**src/rtl/aperture_table_lookup_or_insert_top_defines.svh**
```systemverilog
// assertion macros used by the aperture table search sequencer
`ifndef APERTURE_TABLE_LOOKUP_OR_INSERT_TOP_DEFINES_SVH
`define APERTURE_TABLE_LOOKUP_OR_INSERT_TOP_DEFINES_SVH

// property that must hold at every clock edge out of reset
`define ATL_ASSERT_ALWAYS(lbl, expr, msg) \
    lbl: assert property (@(posedge clk) disable iff (!rst_n) (expr)) else $error(msg);

// consequent must hold on the edge after the antecedent
`define ATL_ASSERT_NEXT(lbl, ante, cons, msg) \
    lbl: assert property (@(posedge clk) disable iff (!rst_n) (ante) |=> (cons)) else $error(msg);

`endif

```
**src/rtl/atl_pkg.sv**
```systemverilog
// types and constants of the aperture table
package atl_pkg;

    localparam int CODE_W          = 7;
    localparam int SIZE_W          = 24;
    localparam int SHAPE_W         = 3;
    localparam int DEF_TABLE_DEPTH = 64;

    localparam logic [CODE_W-1:0] CAP_RESET = CODE_W'(64);

    localparam logic OP_LOOKUP = 1'b0;
    localparam logic OP_CLEAR  = 1'b1;

    typedef struct packed {
        logic               op;
        logic [SIZE_W-1:0]  size_x;
        logic [SIZE_W-1:0]  size_y;
        logic [SHAPE_W-1:0] shape;
    } in_item_t;

    typedef struct packed {
        logic [CODE_W-1:0] code;
        logic              hit;
        logic              table_full;
        logic              select_changed;
        logic [CODE_W-1:0] entries_used;
    } out_item_t;

    typedef struct packed {
        logic [SIZE_W-1:0]  width;
        logic [SIZE_W-1:0]  height;
        logic [SHAPE_W-1:0] shape;
    } entry_t;

endpackage

```
**src/rtl/atl_ram.sv**
```systemverilog
// generic single-write, single-read ram with registered read data
module atl_ram
    import atl_pkg::*;
#(
    parameter int WIDTH = $bits(entry_t),
    parameter int DEPTH = DEF_TABLE_DEPTH
)
(
    input  logic                     clk,
    input  logic                     wr_en,
    input  logic [$clog2(DEPTH)-1:0] wr_addr,
    input  logic [WIDTH-1:0]         wr_data,
    input  logic                     rd_en,
    input  logic [$clog2(DEPTH)-1:0] rd_addr,
    output logic [WIDTH-1:0]         rd_data
);

    logic [WIDTH-1:0] mem [DEPTH];
    logic [WIDTH-1:0] rd_data_reg;

    always_ff @(posedge clk)
    begin
        if (wr_en)
        begin
            mem[wr_addr] <= wr_data;
        end
        if (rd_en)
        begin
            rd_data_reg <= mem[rd_addr];
        end
    end

    assign rd_data = rd_data_reg;

endmodule

```
**src/rtl/atl_search.sv**
```systemverilog
// search sequencer: clears the table, or scans it one entry a cycle until a match, else inserts or fails
`include "aperture_table_lookup_or_insert_top_defines.svh"

module atl_search
    import atl_pkg::*;
#(
    parameter int TABLE_DEPTH = DEF_TABLE_DEPTH
)
(
    input  logic              clk,
    input  logic              rst_n,
    input  logic              req_valid,
    input  in_item_t          req_item,
    output logic              req_stall,
    input  logic [CODE_W-1:0] capacity,
    output logic              res_valid,
    output out_item_t         res,
    input  logic              res_ready
);

    localparam int AW = $clog2(TABLE_DEPTH);
    localparam int CW = $clog2(TABLE_DEPTH + 1);
    localparam int XW = (CW > CODE_W) ? CW : CODE_W;

    typedef enum logic [2:0] {
        ST_IDLE   = 3'b001,
        ST_SEARCH = 3'b010,
        ST_DONE   = 3'b100
    } state_t;

    state_t          state_reg,     state_next;
    entry_t          key_reg,       key_next;
    logic [CW-1:0]   used_reg,      used_next;
    logic [XW-1:0]   last_reg,      last_next;
    logic [CW-1:0]   rd_idx_reg,    rd_idx_next;
    logic            cmp_valid_reg, cmp_valid_next;
    logic [AW-1:0]   cmp_idx_reg,   cmp_idx_next;
    out_item_t       res_reg,       res_next;

    logic            accept;
    logic            wr_en;
    logic            rd_en;
    logic [AW-1:0]   rd_addr;
    logic [$bits(entry_t)-1:0] rd_data;
    entry_t          rd_entry;
    logic            match;
    logic            at_end;
    logic            full;
    logic [XW-1:0]   used_x;
    logic [XW-1:0]   hit_code;
    logic [XW-1:0]   ins_code;

    atl_ram #(
        .WIDTH ($bits(entry_t)),
        .DEPTH (TABLE_DEPTH)
    ) u_ram (
        .clk     (clk),
        .wr_en   (wr_en),
        .wr_addr (used_reg[AW-1:0]),
        .wr_data (key_reg),
        .rd_en   (rd_en),
        .rd_addr (rd_addr),
        .rd_data (rd_data)
    );

    assign rd_entry  = rd_data;
    assign req_stall = (state_reg != ST_IDLE);
    assign accept    = req_valid && (state_reg == ST_IDLE);
    assign res_valid = (state_reg == ST_DONE);
    assign res       = res_reg;

    // read data is registered, so it belongs to the address of the cycle before
    assign match    = cmp_valid_reg && (rd_entry == key_reg);
    assign at_end   = (rd_idx_reg == used_reg);
    assign used_x   = XW'(used_reg);
    assign full     = (used_reg == CW'(TABLE_DEPTH)) || (used_x >= XW'(capacity));
    assign hit_code = XW'(cmp_idx_reg) + XW'(1);
    assign ins_code = used_x + XW'(1);

    always_comb
    begin
        state_next     = state_reg;
        key_next       = key_reg;
        used_next      = used_reg;
        last_next      = last_reg;
        rd_idx_next    = rd_idx_reg;
        cmp_valid_next = cmp_valid_reg;
        cmp_idx_next   = cmp_idx_reg;
        res_next       = res_reg;
        wr_en          = 1'b0;
        rd_en          = 1'b0;
        rd_addr        = rd_idx_reg[AW-1:0];

        case (state_reg)
            ST_IDLE:
            begin
                if (accept)
                begin
                    if (req_item.op == OP_CLEAR)
                    begin
                        used_next  = '0;
                        last_next  = '0;
                        res_next   = '0;
                        state_next = ST_DONE;
                    end
                    else
                    begin
                        key_next.width  = req_item.size_x;
                        key_next.height = req_item.size_y;
                        key_next.shape  = req_item.shape;
                        rd_idx_next     = '0;
                        cmp_valid_next  = 1'b0;
                        state_next      = ST_SEARCH;
                    end
                end
            end
            ST_SEARCH:
            begin
                if (match)
                begin
                    res_next.code           = hit_code[CODE_W-1:0];
                    res_next.hit            = 1'b1;
                    res_next.table_full     = 1'b0;
                    res_next.select_changed = (hit_code != last_reg);
                    res_next.entries_used   = used_x[CODE_W-1:0];
                    last_next               = hit_code;
                    state_next              = ST_DONE;
                end
                else if (at_end)
                begin
                    res_next.hit = 1'b0;
                    if (full)
                    begin
                        res_next.code           = '0;
                        res_next.table_full     = 1'b1;
                        res_next.select_changed = (last_reg != '0);
                        res_next.entries_used   = used_x[CODE_W-1:0];
                        last_next               = '0;
                    end
                    else
                    begin
                        wr_en                   = 1'b1;
                        used_next               = used_reg + CW'(1);
                        res_next.code           = ins_code[CODE_W-1:0];
                        res_next.table_full     = 1'b0;
                        res_next.select_changed = (ins_code != last_reg);
                        res_next.entries_used   = ins_code[CODE_W-1:0];
                        last_next               = ins_code;
                    end
                    state_next = ST_DONE;
                end
                else
                begin
                    rd_en          = 1'b1;
                    cmp_idx_next   = rd_idx_reg[AW-1:0];
                    cmp_valid_next = 1'b1;
                    rd_idx_next    = rd_idx_reg + CW'(1);
                end
            end
            ST_DONE:
            begin
                if (res_ready)
                begin
                    state_next = ST_IDLE;
                end
            end
            default:
            begin
                state_next = ST_IDLE;
            end
        endcase
    end

    always_ff @(posedge clk or negedge rst_n)
    begin
        if (!rst_n)
        begin
            state_reg     <= ST_IDLE;
            used_reg      <= '0;
            last_reg      <= '0;
            rd_idx_reg    <= '0;
            cmp_valid_reg <= 1'b0;
        end
        else
        begin
            state_reg     <= state_next;
            used_reg      <= used_next;
            last_reg      <= last_next;
            rd_idx_reg    <= rd_idx_next;
            cmp_valid_reg <= cmp_valid_next;
        end
    end

    always_ff @(posedge clk)
    begin
        key_reg     <= key_next;
        cmp_idx_reg <= cmp_idx_next;
        res_reg     <= res_next;
    end

    `ATL_ASSERT_ALWAYS(a_used_bound, used_reg <= CW'(TABLE_DEPTH), "used count beyond table depth")
    `ATL_ASSERT_ALWAYS(a_hit_not_full, !(res_valid && res.hit && res.table_full), "hit and full together")
    `ATL_ASSERT_NEXT(a_clear_empties, accept && (req_item.op == OP_CLEAR), (state_reg == ST_DONE) && (used_reg == '0) && (last_reg == '0), "clear did not empty the table")
    `ATL_ASSERT_NEXT(a_insert_grows, (state_reg == ST_SEARCH) && !match && at_end && !full, used_reg == CW'($past(used_reg) + CW'(1)), "insert did not grow the table")

endmodule

```
**src/rtl/aperture_table_lookup_or_insert_top.sv**
```systemverilog
// Aperture table look-up or insert. Each request item either clears the table or searches
// the entries in use, oldest first, and returns the number of the first entry matching
// width, height and shape, appending a new entry when none matches and capacity and table depth allow.
// The search reads one entry per cycle from a single-port-read table ram. The result is held
// in an output register, so the next item can be taken while it waits. Capacity is written
// through cfg_wr_en / cfg_wr_data; the user must write it only while the block is idle, as
// the block itself does not enforce this.
module aperture_table_lookup_or_insert_top
    import atl_pkg::*;
#(
    parameter int TABLE_DEPTH = DEF_TABLE_DEPTH
)
(
    input  logic              clk,
    input  logic              rst_n,
    input  logic              req_valid,
    output logic              req_stall,
    input  in_item_t          req,
    output logic              rsp_valid,
    input  logic              rsp_stall,
    output out_item_t         rsp,
    input  logic              cfg_wr_en,
    input  logic [CODE_W-1:0] cfg_wr_data
);

    logic [CODE_W-1:0] capacity_reg;
    logic              rsp_valid_reg;
    out_item_t         rsp_reg;
    logic              res_valid;
    logic              res_ready;
    out_item_t         res;

    atl_search #(
        .TABLE_DEPTH (TABLE_DEPTH)
    ) u_search (
        .clk       (clk),
        .rst_n     (rst_n),
        .req_valid (req_valid),
        .req_item  (req),
        .req_stall (req_stall),
        .capacity  (capacity_reg),
        .res_valid (res_valid),
        .res       (res),
        .res_ready (res_ready)
    );

    // output slot frees up as soon as the held item is taken
    assign res_ready = !rsp_valid_reg || !rsp_stall;
    assign rsp_valid = rsp_valid_reg;
    assign rsp       = rsp_reg;

    always_ff @(posedge clk or negedge rst_n)
    begin
        if (!rst_n)
        begin
            capacity_reg  <= CAP_RESET;
            rsp_valid_reg <= 1'b0;
        end
        else
        begin
            if (cfg_wr_en)
            begin
                capacity_reg <= cfg_wr_data;
            end
            if (res_ready)
            begin
                rsp_valid_reg <= res_valid;
            end
        end
    end

    always_ff @(posedge clk)
    begin
        if (res_valid && res_ready)
        begin
            rsp_reg <= res;
        end
    end

endmodule
```
**config.mk**
```make
export PLATFORM = sky130hd
export DESIGN_NAME = aperture_table_lookup_or_insert_top
export DESIGN_NICKNAME = d
export VERILOG_FILES = /design/src/rtl/atl_pkg.sv /design/src/rtl/atl_ram.sv /design/src/rtl/atl_search.sv /design/src/rtl/aperture_table_lookup_or_insert_top.sv
export VERILOG_INCLUDE_DIRS = /design/src /design/src/rtl
export SDC_FILE = /design/constraint.sdc
export NUM_CORES = 2
export LEC_CHECK = 0
export BUFFER_PORTS_ARGS = -buffer_cell sky130_fd_sc_hd__buf_2
export CAP_MARGIN = 20
export CORE_AREA = 4 4 578 580
export DETAILED_ROUTE_END_ITERATION = 10
export DIE_AREA = 0 0 582 584
export GPL_ROUTABILITY_DRIVEN = 0
export HOLD_SLACK_MARGIN = 0.05
export SLEW_MARGIN = 20
export SYNTH_ARGS = -nofsm -noshare
export SYNTH_HDL_FRONTEND = slang
export SYNTH_HIERARCHICAL = 1
export SYNTH_SLANG_ARGS = --single-unit
export TNS_END_PERCENT = 10
```
**constraint.sdc**
```tcl
create_clock -name clk -period 8.14 [get_ports clk]
set_input_delay 0 -clock clk [delete_from_list [all_inputs] [get_ports clk]]
set_output_delay 0 -clock clk [all_outputs]
set_load 0.02 [all_outputs]
```
==> summary.md <==
| Metric | Value |
|---|---|
| Status | finished, final reports clean |
| Synthesized instance count | around 5600 |
| DRT Wirelength | 373000 um |
| Vias in the first global route | around 64000 |
| Initial antenna violation count | 20 |
| CTS tree | done |
| Chip Height | 584 um |
| Slowest cell on crit path | nor2_4 |
| Final #Nets | 6201 |
| Synth Flop Type | edfxtp_1 |
| Post-layout minimum cycle time | 6.15 ns |
| Die area | 0.340 mm2 |
| Sequential area share after synthesis | 78.6% |
| Clk buf depth | 4 |
| Worst-Margin Slew | between 1 and 1.5 ns |
| Slowest stage delay, CP | between 1 and 1.5 ns |
| Max-Cap Viols | 0 |
| Critical path's top delay family | simple AND/OR/NAND/NOR gates |
| GR Util met2 | 34.4% |
| Crit path kind | reg -> reg |
| RR Endpoint | u_search/u_ram/mem[46][50]$_DFFE_PP_ |
| Area grow syn2layout | 14.8% |
| Met3 GRT Util | 3.89% |
| DP Cell Count | 10000 |
| DRC marker count from the first detailed-route iteration | 9385 |
| Seq. cell area | a little over 0.1 mm2 |
| Async SR Flop Fraction | 0.960% |
| Final worst path period share | 75.5% |
| Fin cells | 10800 |
| Max Fclk | 0.163 GHz |
| CP required | 8.69 ns |
| Die width | slightly below 600 um |
| RSZ-0062 raised after global routing | false |
| Post_cts resized | 0 |
| Total gr overflow | 0 |
| Mean Syn Cell Area | 23.3 um2 |
| H-tree levels | 5 |
| Largest net degree at the start of global routing | 100 |
| Endpoint, Worst Hold | u_search/key_reg[25]$_DFFE_PP_ |
| Drt drc | 0 |
| Layout fillers | 26900 |
| Wirelength per Cell | 34.6 um |
| Post-Syn Area | 0.131 mm2 |
| YS warnings | 6 |
| Critical path startpoint category | register |
| Clk Latency, worst-skew pair | a little over 0.9 ns |
| Worst flop-to-flop path startpoint | u_search/key_reg[28]$_DFFE_PP_ |
| GR peak layer | met2 |
| Grt met1 use | 30.7% |
| Unique masters post-synth | 71 |
| Vias per cell | 5.96 |
| Leak | about 46 nW |
| Num Clock Sinks | 3439 |
| Postcts setup bufs | 0 |
| Setup TNS Final | 0 ns |
| Most common cell after layout, fill and taps aside | edfxtp_1 |
| Worst slew margin | 16.8% |
| Synth Register Bits | between 3000 and 4000 |
| Clk_skew | between 0.05 and 0.06 ns |
| Final Slew Violations | 0 |
| Cell row count | 211 |
| Post-DP HPWL | 217000 um |
| Hold path startpoint | req[25] |
| Type of the worst min-delay path | in -> reg |
| Area of the multi-input gates | between 0.02 and 0.03 mm2 |
| Max VDD drop | 0.000236 V |
| Gr usage total | 21.7% |
| Reg clk slew, reported paths | 0.06 ns |
| Crit Path Max Fanout | 65 |
| Initial core utilization | 39.8% |
| I/O Pins | 83 |
| Inserted Clock Buffers | 350 |
| Most frequent cells in the layout | edfxtp_1 (3406), mux4_2 (886), clkbuf_16 (354) |
| Critical path buffers and inverters | 3 |
| Drt first pass iters | 6 |
| Vias | ~64000 |
| Hold path cells | 2 |
| # setup viols final | 0 |
| Final ANT Viol Nets | 0 |
| CP endpoint kind | register |
| FF-to-FF path depth | 11 |
| Syn_nets | approximately 5700 |
| Post-synth EDFFs | roughly 3400 |
| Worst path arrival time | ~6.7 ns |
| Pwr/cell area | around 280 mW/mm2 |
| # port buffers | 82 |
| Global-route wire length before repair | between 500000 and 600000 um |
| CTS root buf | clkbuf_16 |
| Layout cells sized above 1 | 29.3% |
| R2R setup slack | 1.99 ns |
| Max reg flops | 3264 |
| Core region area | between 0.3 and 0.4 mm2 |
| CP Cell Sequence | buf_4 -> xnor2_1 -> nand4_1 -> nor4_1 -> nand4_1 -> o2111ai_4 -> inv_1 -> nor2b_1 -> nand3_1 -> nor2_4 -> buf_4 |
| Hold Vio Cnt, Final | 0 |
==> synth_stat cells (all sizes together), types with 13 or more instances <==
| library cell | n | area [um2] |
|---|---|---|
| edfxtp | 3406 | 102000 |
| mux4 | 886 | 20000 |
| buf | 184 | 976 |
| nor2 | 175 | 669 |
| o22ai | 162 | 1010 |
| clkbuf | 120 | 453 |
| a21oi | 84 | 428 |
| nand2 | 66 | 255 |
| mux2 | 58 | 683 |
| o221ai | 53 | 470 |
| mux2i | 51 | 510 |
| xnor2 | 48 | 420 |
| o21ai | 40 | 211 |
| dfrtp | 31 | 776 |
| nand2b | 24 | 150 |
| inv | 23 | 86.3 |
| xor2 | 23 | 201 |
| a31oi | 20 | 125 |
| nor3 | 19 | 100 |
| nand3 | 14 | 70.1 |
| nor2b | 14 | 87.6 |
| nand4 | 13 | 111 |
==> kinds of logic (layout without fill, tap and decap cells) <==
kind of cell,after synthesis,in the layout,share of synthesized area (%)
flip-flops,3439,3439,78.6
multiplexers,995,995,16.1
AO/OA/AOI/OAI,406,406,2.08
AND/OR/NAND/NOR,389,389,1.46
buffers and inverters,327,1095,1.16
XOR/XNOR,71,71,0.474
adder cells (fa/ha/maj),12,12,0.114
other,0,11,0
==> worst reg2reg max path: cells and delay by family (launching register included) <==
kind                      cells  cell delay [ns]
AOI/OAI and AO/OA             1             0.29
xor gates and xnor gates      1             0.34
buffers and inverters         3             1.38
DFF                           1             0.32
and+or+nand+nor               6             3.44
==> where the power goes <==
group | switching (mW) | internal, mW | leakage, nW | total, mW
clock | 6.76 | 8.95 | 5.46 | 15.7
sequential | 0.137 | 19.9 | 31.1 | 20.0
combinational | 3.27 | 2.72 | 9.02 | 5.99
total | 10.2 | 31.6 | 45.5 | 41.7
==> metal layers <==
metal,vias up,part of all wire (%)
met5,-,0.011
met4,6,3.5
met3,577,9.4
met2,3469,48
met1,35100,40
li1,25100,-
==> through the flow <==
stage	setup slack [ns]	util (%)	power [mW]	cell area, um2	hold slack [ns]
floorplan	1.55	-	24.7	131000	-0.296
global placement	2.05	41.9	26.4	138000	0.144
detailed placement	2.14	42.0	26.4	138000	0.143
CTS	2.14	45.7	42.1	151000	0.0547
global route	1.87	45.7	43.2	151000	0.0838
finish	1.99	45.7	41.7	151000	0.0554
==> final cells by class <==
class	instances	share of cell area, %
well taps	4366	3.63
flip-flops and latches	3439	68.5
clock buffers	425	6.08
multi-input cells	1873	18.0
inverters	23	0.0590
repair buffers	438	2.42
clock inverters	209	1.35
diodes	11	0.0183
==> worst max path at each step <==
stage                                                 endpoint                        startpoint  slack (ns)  cells after the start
final                     u_search/u_ram/mem[46][50]$_DFFE_PP_    u_search/key_reg[28]$_DFFE_PP_        1.99                     11
after floorplan            u_search/u_ram/mem[48][0]$_DFFE_PP_    u_search/key_reg[25]$_DFFE_PP_        1.55                      9
after detailed placement  u_search/u_ram/mem[46][17]$_DFFE_PP_  u_search/used_reg[0]$_DFFE_PN0P_        2.14                     13
after global placement    u_search/u_ram/mem[46][17]$_DFFE_PP_  u_search/used_reg[0]$_DFFE_PN0P_        2.05                     13
after global routing       u_search/u_ram/mem[46][1]$_DFFE_PP_    u_search/key_reg[28]$_DFFE_PP_        1.87                     11
after CTS                 u_search/u_ram/mem[46][12]$_DFFE_PP_  u_search/used_reg[0]$_DFFE_PN0P_        2.14                     13
==> repair_timing <==
item                       CTS  global route
setup endpoints to repair    0             0
hold endpoints to repair   144             0
hold buffers               125             0
No activity file was read; power rests on OpenSTA's default activity.
